## config.mk

```make
export PLATFORM = sky130hd
export DESIGN_NAME = vector_norm_max_select_core
export DESIGN_NICKNAME = d
export VERILOG_FILES = /design/src/rtl/vnms_pkg.sv /design/src/rtl/vector_norm_max_select_core.sv /design/src/rtl/vnms_ctrl.sv /design/src/rtl/vnms_datapath.sv
export SDC_FILE = /design/constraint.sdc
export NUM_CORES = 2
export LEC_CHECK = 0
export ABC_AREA = 0
export BUFFER_PORTS_ARGS = -buffer_cell sky130_fd_sc_hd__buf_2
export CAP_MARGIN = 0
export CELL_PAD_IN_SITES_DETAIL_PLACEMENT = 2
export CELL_PAD_IN_SITES_GLOBAL_PLACEMENT = 2
export CORE_MARGIN = 10
export CORE_UTILIZATION = 40
export DETAILED_ROUTE_END_ITERATION = 8
export PLACE_DENSITY = 0.88
export SYNTH_ARGS = -nofsm -noshare
export SYNTH_HDL_FRONTEND = slang
export SYNTH_HIERARCHICAL = 1
export SYNTH_SLANG_ARGS = --single-unit
```

## constraint.sdc

```tcl
create_clock -name aclk -period 15.55 [get_ports aclk]
set_input_delay 1.555 -clock aclk [delete_from_list [all_inputs] [get_ports aclk]]
set_output_delay 1.555 -clock aclk [all_outputs]
set_load 0.01 [all_outputs]
```

## src/rtl/vnms_pkg.sv

```systemverilog
// Shared types and constants for the vector norm maximum selector.
// Used by vnms_ctrl, vnms_datapath and vector_norm_max_select_core.
package vnms_pkg;

    localparam int ELEM_W    = 16;   // one vector element
    localparam int ROW_W     = 21;   // one row of A*x
    localparam int VALUE_W   = 37;   // norm value and running maximum
    localparam int MASK_W    = 16;   // tie mask bits
    localparam int COUNT_W   = 5;    // vector index and tie count
    localparam int STEP_W    = 4;    // multiply step counter
    localparam int S_TDATA_W = 48;
    localparam int M_TDATA_W = 64;
    localparam int M_PAD_W   = M_TDATA_W - VALUE_W - MASK_W - COUNT_W;

    localparam logic [COUNT_W-1:0] COUNT_SAT = 5'd31;

    // norm_kind codes; the spare code runs as the quadratic form
    localparam logic [1:0] NORM_MAXABS = 2'd0;
    localparam logic [1:0] NORM_SUMSQ  = 2'd1;
    localparam logic [1:0] NORM_FORM   = 2'd2;
    localparam logic [1:0] NORM_SPARE  = 2'd3;

    // multiply steps per kind
    localparam logic [STEP_W-1:0] STEPS_MAXABS = 4'd0;
    localparam logic [STEP_W-1:0] STEPS_SUMSQ  = 4'd3;
    localparam logic [STEP_W-1:0] STEPS_FORM   = 4'd12;

    typedef enum logic [1:0] {
        A_COEF,
        A_ROW,
        A_ELEM
    } a_src_t;

    typedef enum logic [1:0] {
        DST_ROW0,
        DST_ROW1,
        DST_ROW2,
        DST_VAL
    } acc_dst_t;

    typedef struct packed {
        logic        load;        // capture a vector, clear accumulators
        logic        mul_en;      // issue one multiply
        a_src_t      a_src;
        logic [3:0]  coef_idx;    // matrix entry, row-major
        logic [1:0]  a_row;
        logic [1:0]  b_elem;
        acc_dst_t    dst;         // where the product lands
        logic        abs_en;      // largest absolute element into value
        logic        check_sign;  // negative value is no candidate
        logic        update;      // fold value into running maximum
        logic        emit;        // hand result out, clear the set
    } dp_cmd_t;

    // fixed matrix 1..9, row-major
    function automatic logic signed [ROW_W-1:0] form_coef(input logic [3:0] idx);
        logic signed [ROW_W-1:0] c;
        c = '0;
        case (idx)
            4'd0: c = 21'sd1;
            4'd1: c = 21'sd2;
            4'd2: c = 21'sd3;
            4'd3: c = 21'sd4;
            4'd4: c = 21'sd5;
            4'd5: c = 21'sd6;
            4'd6: c = 21'sd7;
            4'd7: c = 21'sd8;
            4'd8: c = 21'sd9;
            default: c = '0;
        endcase
        return c;
    endfunction

endpackage

```

## src/rtl/vector_norm_max_select_core.sv

```systemverilog
// Top level of the vector norm maximum selector: config register, result
// register and the controller/datapath pair. Depends on vnms_pkg.
//
// Usage: each s_ beat carries one signed 3-element vector; s_tlast marks the
// last vector of a set. The norm is picked by norm_kind on the cfg_ channel
// (0 largest absolute element, 1 sum of squares, 2 or 3 quadratic form with
// the matrix 1..9), sampled when a vector is taken. On the last vector one
// m_ beat gives the maximum, the tie mask, the tie count and the overflow flag.
// Timing: a vector is taken, then worked on through one shared multiplier:
// the largest element directly, three squares plus drain or twelve
// multiplies plus drain, then an update. A new vector is taken only after
// that update; the result is valid the cycle after the update.
// A held result does not block the next set; only the last vector of the next
// set waits in its update cycle until the result register is free.
// Reset: norm_kind returns to sum of squares, the set is cleared and no
// result is pending. cfg_ready is always high.
module vector_norm_max_select_core #(
    parameter int VECTOR_SLOTS = 16
) (
    input  logic                               aclk,
    input  logic                               aresetn,
    // cfg_data: norm_kind[1:0]
    input  logic                               cfg_valid,
    output logic                               cfg_ready,
    input  logic [1:0]                         cfg_data,
    // s_tdata: elem_first[15:0], elem_second[31:16], elem_third[47:32]
    input  logic                               s_tvalid,
    output logic                               s_tready,
    input  logic [vnms_pkg::S_TDATA_W-1:0]     s_tdata,
    input  logic                               s_tlast,
    // m_tdata: max_value[36:0], tie_mask[52:37], tie_count[57:53], zero pad
    output logic                               m_tvalid,
    input  logic                               m_tready,
    output logic [vnms_pkg::M_TDATA_W-1:0]     m_tdata,
    // m_tuser: overflow[0]
    output logic [0:0]                         m_tuser
);

    localparam int MASK_LIMIT = (VECTOR_SLOTS < vnms_pkg::MASK_W) ? VECTOR_SLOTS
                                                                  : vnms_pkg::MASK_W;

    logic [1:0]                              norm_kind_reg;
    logic                                    m_tvalid_reg;
    logic [vnms_pkg::M_TDATA_W-1:0]          m_tdata_reg;
    logic                                    m_tuser_reg;
    logic                                    out_full;
    vnms_pkg::dp_cmd_t                       cmd;
    logic signed [vnms_pkg::VALUE_W-1:0]     res_value;
    logic [vnms_pkg::MASK_W-1:0]             res_mask;
    logic [vnms_pkg::COUNT_W-1:0]            res_count;
    logic                                    res_overflow;

    assign cfg_ready = 1'b1;
    assign out_full  = m_tvalid_reg && !m_tready;
    assign m_tvalid  = m_tvalid_reg;
    assign m_tdata   = m_tdata_reg;
    assign m_tuser   = m_tuser_reg;

    always_ff @(posedge aclk) begin
        if (!aresetn) begin
            norm_kind_reg <= vnms_pkg::NORM_SUMSQ;
        end else if (cfg_valid) begin
            norm_kind_reg <= cfg_data;
        end
    end

    vnms_ctrl u_ctrl (
        .aclk      (aclk),
        .aresetn   (aresetn),
        .s_tvalid  (s_tvalid),
        .s_tready  (s_tready),
        .s_tlast   (s_tlast),
        .norm_kind (norm_kind_reg),
        .out_full  (out_full),
        .cmd       (cmd)
    );

    vnms_datapath #(
        .MASK_LIMIT (MASK_LIMIT)
    ) u_datapath (
        .aclk         (aclk),
        .aresetn      (aresetn),
        .cmd          (cmd),
        .in_elems     (s_tdata),
        .res_value    (res_value),
        .res_mask     (res_mask),
        .res_count    (res_count),
        .res_overflow (res_overflow)
    );

    always_ff @(posedge aclk) begin
        if (!aresetn) begin
            m_tvalid_reg <= 1'b0;
        end else if (cmd.emit) begin
            m_tvalid_reg <= 1'b1;
        end else if (m_tready) begin
            m_tvalid_reg <= 1'b0;
        end
    end

    always_ff @(posedge aclk) begin
        if (cmd.emit) begin
            m_tdata_reg <= {{vnms_pkg::M_PAD_W{1'b0}}, res_count, res_mask, res_value};
            m_tuser_reg <= res_overflow;
        end
    end

    // a result is never loaded over one still waiting downstream
    a_emit_free: assert property (@(posedge aclk) disable iff (!aresetn)
        cmd.emit |-> !out_full)
        else $error("result loaded while output register stalled");

    // one vector at a time: no beat accepted straight after another
    a_one_item: assert property (@(posedge aclk) disable iff (!aresetn)
        (s_tvalid && s_tready) |=> !s_tready)
        else $error("input accepted while a vector is in progress");

    // tie count always agrees with the mask it was built alongside
    a_tie_count: assert property (@(posedge aclk) disable iff (!aresetn)
        m_tvalid |-> ($countones(m_tdata[52:37]) == m_tdata[57:53]))
        else $error("tie count does not match tie mask");

    // loading, multiplying and updating never overlap
    a_cmd_excl: assert property (@(posedge aclk) disable iff (!aresetn)
        $onehot0({cmd.load, cmd.mul_en, cmd.update}))
        else $error("conflicting datapath commands");

endmodule

```

## src/rtl/vnms_ctrl.sv

```systemverilog
// Sequencer for the vector norm maximum selector: accepts beats and steps
// the shared multiplier. Depends on vnms_pkg for the command struct.
module vnms_ctrl (
    input  logic                 aclk,
    input  logic                 aresetn,
    input  logic                 s_tvalid,
    output logic                 s_tready,
    input  logic                 s_tlast,
    input  logic [1:0]           norm_kind,
    input  logic                 out_full,
    output vnms_pkg::dp_cmd_t    cmd
);

    typedef enum logic [2:0] {
        S_IDLE   = 3'b001,
        S_CALC   = 3'b010,
        S_UPDATE = 3'b100
    } state_t;

    state_t                          state_reg, state_next;
    logic [vnms_pkg::STEP_W-1:0]     step_reg, step_next;
    logic [1:0]                      kind_reg, kind_next;
    logic                            last_reg, last_next;
    logic [vnms_pkg::STEP_W-1:0]     n_steps;
    logic                            is_form;

    assign is_form = (kind_reg == vnms_pkg::NORM_FORM) || (kind_reg == vnms_pkg::NORM_SPARE);
    assign n_steps = (kind_reg == vnms_pkg::NORM_MAXABS) ? vnms_pkg::STEPS_MAXABS :
                     (kind_reg == vnms_pkg::NORM_SUMSQ)  ? vnms_pkg::STEPS_SUMSQ  :
                                                           vnms_pkg::STEPS_FORM;
    assign s_tready = (state_reg == S_IDLE);

    always_ff @(posedge aclk) begin
        if (!aresetn) begin
            state_reg <= S_IDLE;
            step_reg  <= '0;
            kind_reg  <= vnms_pkg::NORM_SUMSQ;
            last_reg  <= 1'b0;
        end else begin
            state_reg <= state_next;
            step_reg  <= step_next;
            kind_reg  <= kind_next;
            last_reg  <= last_next;
        end
    end

    always_comb begin
        state_next = state_reg;
        step_next  = step_reg;
        kind_next  = kind_reg;
        last_next  = last_reg;
        cmd        = '0;
        cmd.check_sign = is_form;
        unique case (state_reg)
            S_IDLE: begin
                if (s_tvalid) begin
                    cmd.load   = 1'b1;
                    kind_next  = norm_kind;
                    last_next  = s_tlast;
                    step_next  = '0;
                    state_next = S_CALC;
                end
            end
            S_CALC: begin
                if (step_reg == n_steps) begin
                    // last product drains into the value this cycle, or the largest absolute element is loaded
                    cmd.abs_en = (kind_reg == vnms_pkg::NORM_MAXABS);
                    state_next = S_UPDATE;
                end else begin
                    cmd.mul_en = 1'b1;
                    step_next  = step_reg + 4'd1;
                    if (!is_form) begin
                        cmd.a_src  = vnms_pkg::A_ELEM;
                        cmd.b_elem = step_reg[1:0];
                        cmd.dst    = vnms_pkg::DST_VAL;
                    end else begin
                        cmd.a_src    = vnms_pkg::A_COEF;
                        cmd.coef_idx = step_reg;
                        unique case (step_reg)
                            4'd0: begin cmd.b_elem = 2'd0; cmd.dst = vnms_pkg::DST_ROW0; end
                            4'd1: begin cmd.b_elem = 2'd1; cmd.dst = vnms_pkg::DST_ROW0; end
                            4'd2: begin cmd.b_elem = 2'd2; cmd.dst = vnms_pkg::DST_ROW0; end
                            4'd3: begin cmd.b_elem = 2'd0; cmd.dst = vnms_pkg::DST_ROW1; end
                            4'd4: begin cmd.b_elem = 2'd1; cmd.dst = vnms_pkg::DST_ROW1; end
                            4'd5: begin cmd.b_elem = 2'd2; cmd.dst = vnms_pkg::DST_ROW1; end
                            4'd6: begin cmd.b_elem = 2'd0; cmd.dst = vnms_pkg::DST_ROW2; end
                            4'd7: begin cmd.b_elem = 2'd1; cmd.dst = vnms_pkg::DST_ROW2; end
                            4'd8: begin cmd.b_elem = 2'd2; cmd.dst = vnms_pkg::DST_ROW2; end
                            // rows are complete by the time each is multiplied back
                            4'd9: begin
                                cmd.a_src = vnms_pkg::A_ROW; cmd.a_row = 2'd0;
                                cmd.b_elem = 2'd0; cmd.dst = vnms_pkg::DST_VAL;
                            end
                            4'd10: begin
                                cmd.a_src = vnms_pkg::A_ROW; cmd.a_row = 2'd1;
                                cmd.b_elem = 2'd1; cmd.dst = vnms_pkg::DST_VAL;
                            end
                            4'd11: begin
                                cmd.a_src = vnms_pkg::A_ROW; cmd.a_row = 2'd2;
                                cmd.b_elem = 2'd2; cmd.dst = vnms_pkg::DST_VAL;
                            end
                            default: cmd.mul_en = 1'b0;
                        endcase
                    end
                end
            end
            S_UPDATE: begin
                // the last vector of a set holds while a finished result still waits downstream
                if (!(last_reg && out_full)) begin
                    cmd.update = 1'b1;
                    cmd.emit   = last_reg;
                    state_next = S_IDLE;
                end
            end
            default: state_next = S_IDLE;
        endcase
    end

endmodule

```

## src/rtl/vnms_datapath.sv

```systemverilog
// Datapath for the vector norm maximum selector: shared multiplier,
// accumulators and running maximum with tie mask. Depends on vnms_pkg.
module vnms_datapath #(
    parameter int MASK_LIMIT = 16
) (
    input  logic                                  aclk,
    input  logic                                  aresetn,
    input  vnms_pkg::dp_cmd_t                     cmd,
    input  logic [vnms_pkg::S_TDATA_W-1:0]        in_elems,
    output logic signed [vnms_pkg::VALUE_W-1:0]   res_value,
    output logic [vnms_pkg::MASK_W-1:0]           res_mask,
    output logic [vnms_pkg::COUNT_W-1:0]          res_count,
    output logic                                  res_overflow
);

    localparam int EW = vnms_pkg::ELEM_W;
    localparam int RW = vnms_pkg::ROW_W;
    localparam int VW = vnms_pkg::VALUE_W;
    localparam int MW = vnms_pkg::MASK_W;
    localparam int CW = vnms_pkg::COUNT_W;

    logic signed [EW-1:0]  x_reg [3];
    logic signed [RW-1:0]  row_reg [3];
    logic signed [VW-1:0]  val_reg;
    logic signed [VW-1:0]  prod_reg;
    vnms_pkg::acc_dst_t    prod_dst_reg;
    logic                  prod_valid_reg;

    logic signed [VW-1:0]  best_reg, best_next;
    logic [MW-1:0]         mask_reg, mask_next;
    logic [CW-1:0]         tie_reg, tie_next;
    logic [CW-1:0]         vcount_reg, vcount_next;
    logic                  have_reg, have_next;
    logic                  ovf_reg, ovf_next;

    logic signed [RW-1:0]  op_a;
    logic signed [EW-1:0]  op_b;
    logic signed [VW-1:0]  prod;
    logic [EW:0]           abs_v [3];
    logic [EW:0]           abs_max;
    logic                  in_range, candidate;
    logic [MW-1:0]         idx_bit;

    // operand selection for the shared multiplier
    always_comb begin
        case (cmd.b_elem)
            2'd0:    op_b = x_reg[0];
            2'd1:    op_b = x_reg[1];
            2'd2:    op_b = x_reg[2];
            default: op_b = '0;
        endcase
        case (cmd.a_src)
            vnms_pkg::A_COEF: op_a = vnms_pkg::form_coef(cmd.coef_idx);
            vnms_pkg::A_ROW: begin
                case (cmd.a_row)
                    2'd0:    op_a = row_reg[0];
                    2'd1:    op_a = row_reg[1];
                    2'd2:    op_a = row_reg[2];
                    default: op_a = '0;
                endcase
            end
            vnms_pkg::A_ELEM: op_a = {{(RW-EW){op_b[EW-1]}}, op_b};
            default:          op_a = '0;
        endcase
    end

    assign prod = op_a * op_b;

    always_comb begin
        for (int i = 0; i < 3; i++) begin
            abs_v[i] = x_reg[i][EW-1] ? ((EW+1)'(0) - {1'b1, x_reg[i]}) : {1'b0, x_reg[i]};
        end
        abs_max = abs_v[0];
        if (abs_v[1] > abs_max) abs_max = abs_v[1];
        if (abs_v[2] > abs_max) abs_max = abs_v[2];
    end

    always_ff @(posedge aclk) begin
        if (cmd.load) begin
            x_reg[0] <= in_elems[EW-1:0];
            x_reg[1] <= in_elems[2*EW-1:EW];
            x_reg[2] <= in_elems[3*EW-1:2*EW];
            row_reg[0] <= '0;
            row_reg[1] <= '0;
            row_reg[2] <= '0;
            val_reg    <= '0;
        end else if (cmd.abs_en) begin
            val_reg <= {{(VW-EW-1){1'b0}}, abs_max};
        end else if (prod_valid_reg) begin
            case (prod_dst_reg)
                vnms_pkg::DST_ROW0: row_reg[0] <= row_reg[0] + prod_reg[RW-1:0];
                vnms_pkg::DST_ROW1: row_reg[1] <= row_reg[1] + prod_reg[RW-1:0];
                vnms_pkg::DST_ROW2: row_reg[2] <= row_reg[2] + prod_reg[RW-1:0];
                default:            val_reg    <= val_reg + prod_reg;
            endcase
        end
        prod_reg     <= prod;
        prod_dst_reg <= cmd.dst;
    end

    // running maximum and tie tracking
    assign in_range  = (vcount_reg < CW'(MASK_LIMIT));
    assign idx_bit   = in_range ? (MW'(1) << vcount_reg[3:0]) : '0;
    assign candidate = !(cmd.check_sign && val_reg[VW-1]);

    always_comb begin
        best_next   = best_reg;
        mask_next   = mask_reg;
        tie_next    = tie_reg;
        have_next   = have_reg;
        ovf_next    = ovf_reg | !in_range;
        vcount_next = (vcount_reg != vnms_pkg::COUNT_SAT) ? vcount_reg + CW'(1) : vcount_reg;
        if (candidate) begin
            if (!have_reg || (val_reg > best_reg)) begin
                best_next = val_reg;
                mask_next = idx_bit;
                tie_next  = CW'(in_range);
                have_next = 1'b1;
            end else if (val_reg == best_reg) begin
                mask_next = mask_reg | idx_bit;
                tie_next  = tie_reg + CW'(in_range);
            end
        end
    end

    assign res_value    = best_next;
    assign res_mask     = mask_next;
    assign res_count    = tie_next;
    assign res_overflow = ovf_next;

    always_ff @(posedge aclk) begin
        if (!aresetn) begin
            prod_valid_reg <= 1'b0;
            best_reg       <= '0;
            mask_reg       <= '0;
            tie_reg        <= '0;
            vcount_reg     <= '0;
            have_reg       <= 1'b0;
            ovf_reg        <= 1'b0;
        end else begin
            prod_valid_reg <= cmd.mul_en;
            if (cmd.emit) begin
                // start a fresh set
                best_reg   <= '0;
                mask_reg   <= '0;
                tie_reg    <= '0;
                vcount_reg <= '0;
                have_reg   <= 1'b0;
                ovf_reg    <= 1'b0;
            end else if (cmd.update) begin
                best_reg   <= best_next;
                mask_reg   <= mask_next;
                tie_reg    <= tie_next;
                vcount_reg <= vcount_next;
                have_reg   <= have_next;
                ovf_reg    <= ovf_next;
            end
        end
    end

endmodule
```

[Word-level counts from Yosys, hierarchy flattened]
Memory sizes are Yosys's and may differ from the RTL's.
Cells that the tools add are included.
Storage, ports and cells
  word-level logic and storage cells: 177
  output and inout port bits: 68
  register bits: 214
  memory bits (read-only): 64
  memories: 3
  bits in writable memories: 111
  bits of input ports: 56
Memories
  (no name shown): depth 16, bits a word 4, read ports 1, clocked after memory_dff 0, write ports 0, RTL line vnms_pkg.sv:59  | case (idx)
  u_datapath.row_reg: depth 3, bits a word 21, read ports 3, clocked after memory_dff 0, write ports 3, RTL line vnms_datapath.sv:23  | logic signed [RW-1:0] row_reg [3];
  u_datapath.x_reg: depth 3, bits a word 16, read ports 3, clocked after memory_dff 0, write ports 3, RTL line vnms_datapath.sv:22  | logic signed [EW-1:0] x_reg [3];
Cells by class
  bitwise logic cells: 9
  reduce and logical (&&, ||, !) cells: 31
  mux-type cells: 66
  multipliers: 1
  order comparisons: 4
  shift operators: 1
  add/subtract/negate cells: 10
  equal/unequal tests: 33
Operators by type and width (number)
  two-way mux 17 bit: 8
  case mux 21 bit (3 select lines): 2
  two-way mux 37 bit: 2
  two-way mux 16 bit: 4
  adder 21 bit: 3
  two-way mux 21 bit: 3
  subtractor 1 x 17 -> 17 bit, first input constant: 3
  case mux 16 bit (3 select lines): 1
  case mux 4 bit (11 select lines): 1
  adder 37 bit: 1
  equality test 37 bit: 1
  > comparator 37 bit: 1
  multiplier 21 x 16 -> 37 bit: 1
  > comparator 17 bit: 2
  two-way mux 1 bit: 25
  two-way mux 4 bit: 5
  equality test 4 x 3 -> 1 bit, second input constant: 4
  equality test 4 bit, second input constant: 4
  OR 16 bit: 1
  << shifter 1 x 4 -> 16 bit, first input constant: 1
  two-way mux 5 bit: 3
  two-way mux 13 bit: 1
  equality test 2 bit, second input constant: 6
  two-way mux 12 bit: 1
  other kinds (33): 71

[Depth between registers and ports, before layout]
  depth in word-level cells: 10
  mapped depth: 37
  depth with buffers taken out: 35

[Cells and area by module]
The synthesis kept the hierarchy.
Modules (own cells, without submodules)
  vnms_datapath: seq. area each 6175.9 µm², times used 1, area each 29671.0 µm², cells each 3307
  vector_norm_max_select_core: seq. area each 1831.8 µm², times used 1, area each 1938.1 µm², cells each 77
  vnms_ctrl: seq. area each 200.2 µm², times used 1, area each 869.6 µm², cells each 116

[Worst setup path after synthesis]
OpenSTA, ideal clock, no wires.
  path kind: reg-to-reg
  from: register u_ctrl/step_reg[1] (netlist name)
  to: register u_datapath.prod_reg[34]
  library setup time: 0.072 ns
  setup slack: 6.867 ns
  cell stages (with the launch flop): 36
  arrival time: 8.611 ns
  path buffers: 3
  data required time: 15.478 ns
  period minus slack after synthesis: 8.683 ns
  path through: dfxtp_1 ha_1 nor2_1 a211oi_1 a31oi_1 a211oi_1 nor2b_1 clkbuf_1 clkbuf_1 nand2_1 o21ai_0 a22o_1 clkbuf_1 nand2_1 fa_1 inv_1 fa_1 fa_1 inv_1 fa_1 inv_1 fa_1 inv_1 fa_1 inv_1 ha_1 a21o_1 a21o_1 a21o_1 a21oi_2 a21oi_1 o31a_1 a221o_1 a41oi_1 nor2b_1 xnor2_1
RTL lines
  start: declaration: RTL line vnms_ctrl.sv:21  | logic [vnms_pkg::STEP_W-1:0] step_reg, step_next;
  start signal: assignment: RTL line vnms_ctrl.sv:41  | step_reg <= step_next;
  end signal: assignment: RTL line vnms_datapath.sv:97  | prod_reg <= prod;
  end: declaration: RTL line vnms_datapath.sv:25  | logic signed [VW-1:0] prod_reg;

==> impl_metrics.py <==
metrics = {
    "critical_path": {
        "crit_slowest_cell": "nor2b_2",
        "critPathTopFamily": "simple AND/OR/NAND/NOR gates",
        "r2r_slack_ns": 4.15,
        "path_class": "flop to flop",
        "r2r-end": "u_datapath/prod_reg[29]$_DFF_P_",
        "cpPeakStageDelay_ns": 0.97,
        "crit_arrival_ns": 11.86,
        "crit_path_end_kind": "flop",
        "critPathLaunchType": "flop",
        "rr_startpoint": "u_ctrl/state_reg[2]$_SDFFE_PN0P_",
        "rr_worst_depth": 31,
        "cp_max_fo": 23,
        "critPathMostFrequentCell": "fa_1",
        "critical_path_required_ns": 16.00,
        "cp_num_buf_inv": 5,
    },
    "drt": {
        "ant_nets": 0,
        "avgViaCountPerCell": 6.02,
        "vias": 28000,
        "wl_per_cell_um": 28.4,
        "drcViolationCount": 0,
        "firstDrtPassIters": 6,
        "first_iter_violations": 2217,
        "totalWireLength_um": 132000,
    },
    "sta": {
        "fin_crit_ns": 11.40,
        "fin_worst_skew_ns": 0.0315,
        "slew_violations": 0,
        "hold_ws_ns": 0.495,
        "rsz0062_at_grt": "no",
        "timing.setup.tns_ns": 0,
        "worst_slew_pin_slew_ns": 1.43,
        "fin_crit_sh_pct": 73.3,
        "finalSetupViolCount": 0,
        "hold_viol": 0,
        "fmax_ghz": 0.0877,
        "timing.slew.headroom_pct": 4.20,
    },
    "floorplanning": {
        "die_y_um": 305,
        "core_area_um2": 80500,
        "start_util_pct": 40.3,
        "dieArea_um2": 93000,
        "die_w_um": 305,
        "num_io_pins": 124,
        "rows": 104,
    },
    "clocking": {
        "cts_num_sinks": 325,
        "clk_path_buf_depth": 3,
        "postCtsSetupRepairBufs": 0,
        "numCtsBuffers": 39,
        "clockRootBuffer": "clkbuf_16",
        "path_clk_slew_ns": 0.06,
        "cts_tree": "done",
        "post_cts_resized": 0,
        "cts_hold_buf": 0,
        "worst_skew_pair.late_latency_ns": 0.59,
        "htreeDepth": 2,
    },
    "yosys": {
        "synthAdderAreaFrac_pct": 31.5,
        "synth_compound_area_share_pct": 13.6,
        "yosysMostFrequentCell": "inv_1",
        "synthTopCellsByCount": "493 x inv_1, 353 x nand2_1, 336 x fa_1",
        "synthXorXnorAreaFrac_pct": 4.26,
        "yosys_warnings": 6,
        "async_flop_share_pct": 0,
        "avgSynthCellArea_um2": 9.28,
        "syn-cell-area_um2": 32500,
        "synth_largest_area_cell": "fa_1",
        "synth-edff-count": 170,
        "synth-main-ff-cell": "edfxtp_1",
        "synthTopCellsByArea": "fa_1 21%, edfxtp_1 16%, ha_1 11%",
        "ys_ff_latch": 325,
        "yosys.area_share.simple_pct": 14.3,
        "synthCells": 3500,
        "synth_cell_type_count": 88,
        "synthMuxAreaShare_pct": 3.56,
        "yosys.area.top_type_share_pct": 20.7,
        "seq_area_frac_synth_pct": 25.3,
        "synth_top_family_by_area": "adder cells",
    },
    "layout": {
        "diodes": 0,
        "largest_reg_flops": 63,
        "fill_cells": 8600,
        "syn2layout_area_growth_pct": 9.22,
        "num-nets-final": 4233,
        "drive_gt1_share_pct": 8.18,
    },
    "min_path": {
        "hp-start": "u_datapath/ovf_reg$_SDFFE_PP0P_",
        "hp-class": "flop to flop",
        "holdPathStages": 2,
        "holdPathEnd": "u_datapath/ovf_reg$_SDFFE_PP0P_",
    },
    "run_status": {
        "outcome": "completed",
    },
    "power": {
        "p_sw_mw": 1.17,
        "power.share.combinational_pct": 35.1,
        "clkPwrFrac_pct": 30.8,
        "power.leakage_nw": 15.8,
        "pwr-share-seq_pct": 34.1,
        "ir_drop_v": 0.0000872,
        "p_per_area_nw_per_um2": 85.9,
        "switching_share_pct": 38.3,
        "p_int_mw": 1.88,
    },
    "global_route": {
        "grt_usage_pct": 27.7,
        "grt_pass1_wl_um": 203000,
        "grt_max_degree": 73,
        "grt_pass1_vias": 32000,
        "antenna_found_initial": 3,
        "gr-total-overflow": 0,
    },
    "placement": {
        "gp_congestion": 0.899,
        "hpwlAfterDp_um": 99400,
        "io_buffers": 116,
    },
    "job": {
        "cap_violations": 0,
    },
}
[worst max path at each step]
stage	start	to	slack [ns]	depth (start not counted)
finish	u_ctrl/state_reg[2]$_SDFFE_PN0P_	u_datapath/prod_reg[29]$_DFF_P_	4.15	31
CTS	u_ctrl/state_reg[2]$_SDFFE_PN0P_	u_datapath/prod_reg[29]$_DFF_P_	4.35	31
floorplan	u_ctrl/step_reg[1]$_SDFFE_PN0P_	u_datapath/prod_reg[34]$_DFF_P_	6.87	35
global placement	u_ctrl/kind_reg[1]$_SDFFE_PN0P_	u_datapath/prod_reg[34]$_DFF_P_	5.67	32
detailed placement	u_ctrl/state_reg[2]$_SDFFE_PN0P_	u_datapath/prod_reg[34]$_DFF_P_	4.84	30
global route	u_ctrl/state_reg[2]$_SDFFE_PN0P_	u_datapath/prod_reg[29]$_DFF_P_	3.53	31
[power by group through the flow]
stage / clock network, mW / registers, mW / logic, mW
3_3_place_gp: 0 / 1.05 / 0.899
5_1_grt: 0.995 / 1.04 / 1.15
2_1_floorplan: 0 / 1.01 / 0.678
3_5_place_dp: 0 / 1.05 / 0.994
4_1_cts: 0.957 / 1.04 / 1.04
6_report: 0.939 / 1.04 / 1.07
[worst min-delay path, cell delays in order, from the launching register on]
cell     delay, ns
dfxtp_1       0.34
a21oi_1       0.05
nor2_1        0.07
[per-layer routing]
metal	share of wire [%]	track usage [%]	vias up
li1	-	-	11900
met1	40	33.2	14700
met2	50	48.7	1103
met3	6.1	4.10	378
met4	4.8	12.0	4
met5	0.023	0	-
[logic make-up (layout without fill, tap and decap cells)]
family / count (synthesis) / after routing
multiplexers: 110 / 110
flip-flops: 325 / 325
AND/OR/NAND/NOR: 994 / 994
other: 4 / 11
AO/OA/AOI/OAI: 657 / 657
buffers and inverters: 637 / 722
XOR/XNOR: 158 / 158
adder cells (fa/ha/maj): 615 / 615
[stage by stage]
step	instances	utilization, %	setup slack [ns]	total power, mW	area, um^2
after floorplan	3507	-	6.87	1.68	32500
after global placement	4581	42.5	5.67	1.95	34200
after detailed placement	4581	42.5	4.84	2.05	34200
after CTS	4652	44.0	4.35	3.04	35500
after global routing	4652	44.0	3.53	3.18	35500
final	4652	44.0	4.15	3.05	35500
[layout by cell type, fill, tap and decap left out, drive strengths merged, types with 17 or more instances in the layout]
cell / n
ha: 279
inv: 495
edfxtp: 170
or3: 18
a21oi: 153
a22o: 26
o21ai: 124
xnor2: 95
nand3: 42
mux2i: 68
dfxtp: 155
a211oi: 39
nand4: 17
clkbuf: 54
xor2: 63
o31ai: 51
nand4b: 34
and3: 38
a21o: 82
nor2: 317
mux2: 42
o21a: 35
fa: 336
buf: 157
nand2: 353
nand2b: 23
nor3: 32
a32o: 17
nor2b: 34
and2: 31
[cell type report]
class	instances	area [um^2]	area share, %
flip-flops and latches	325	8210	23.1
inverters	494	1850	5.23
clock buffers	54	1040	2.94
clock inverters	17	220	0.621
well taps	1060	1330	3.74
multi-input cells	2545	21900	61.8
repair buffers	157	888	2.50
(Power assumes the default switching activity.)
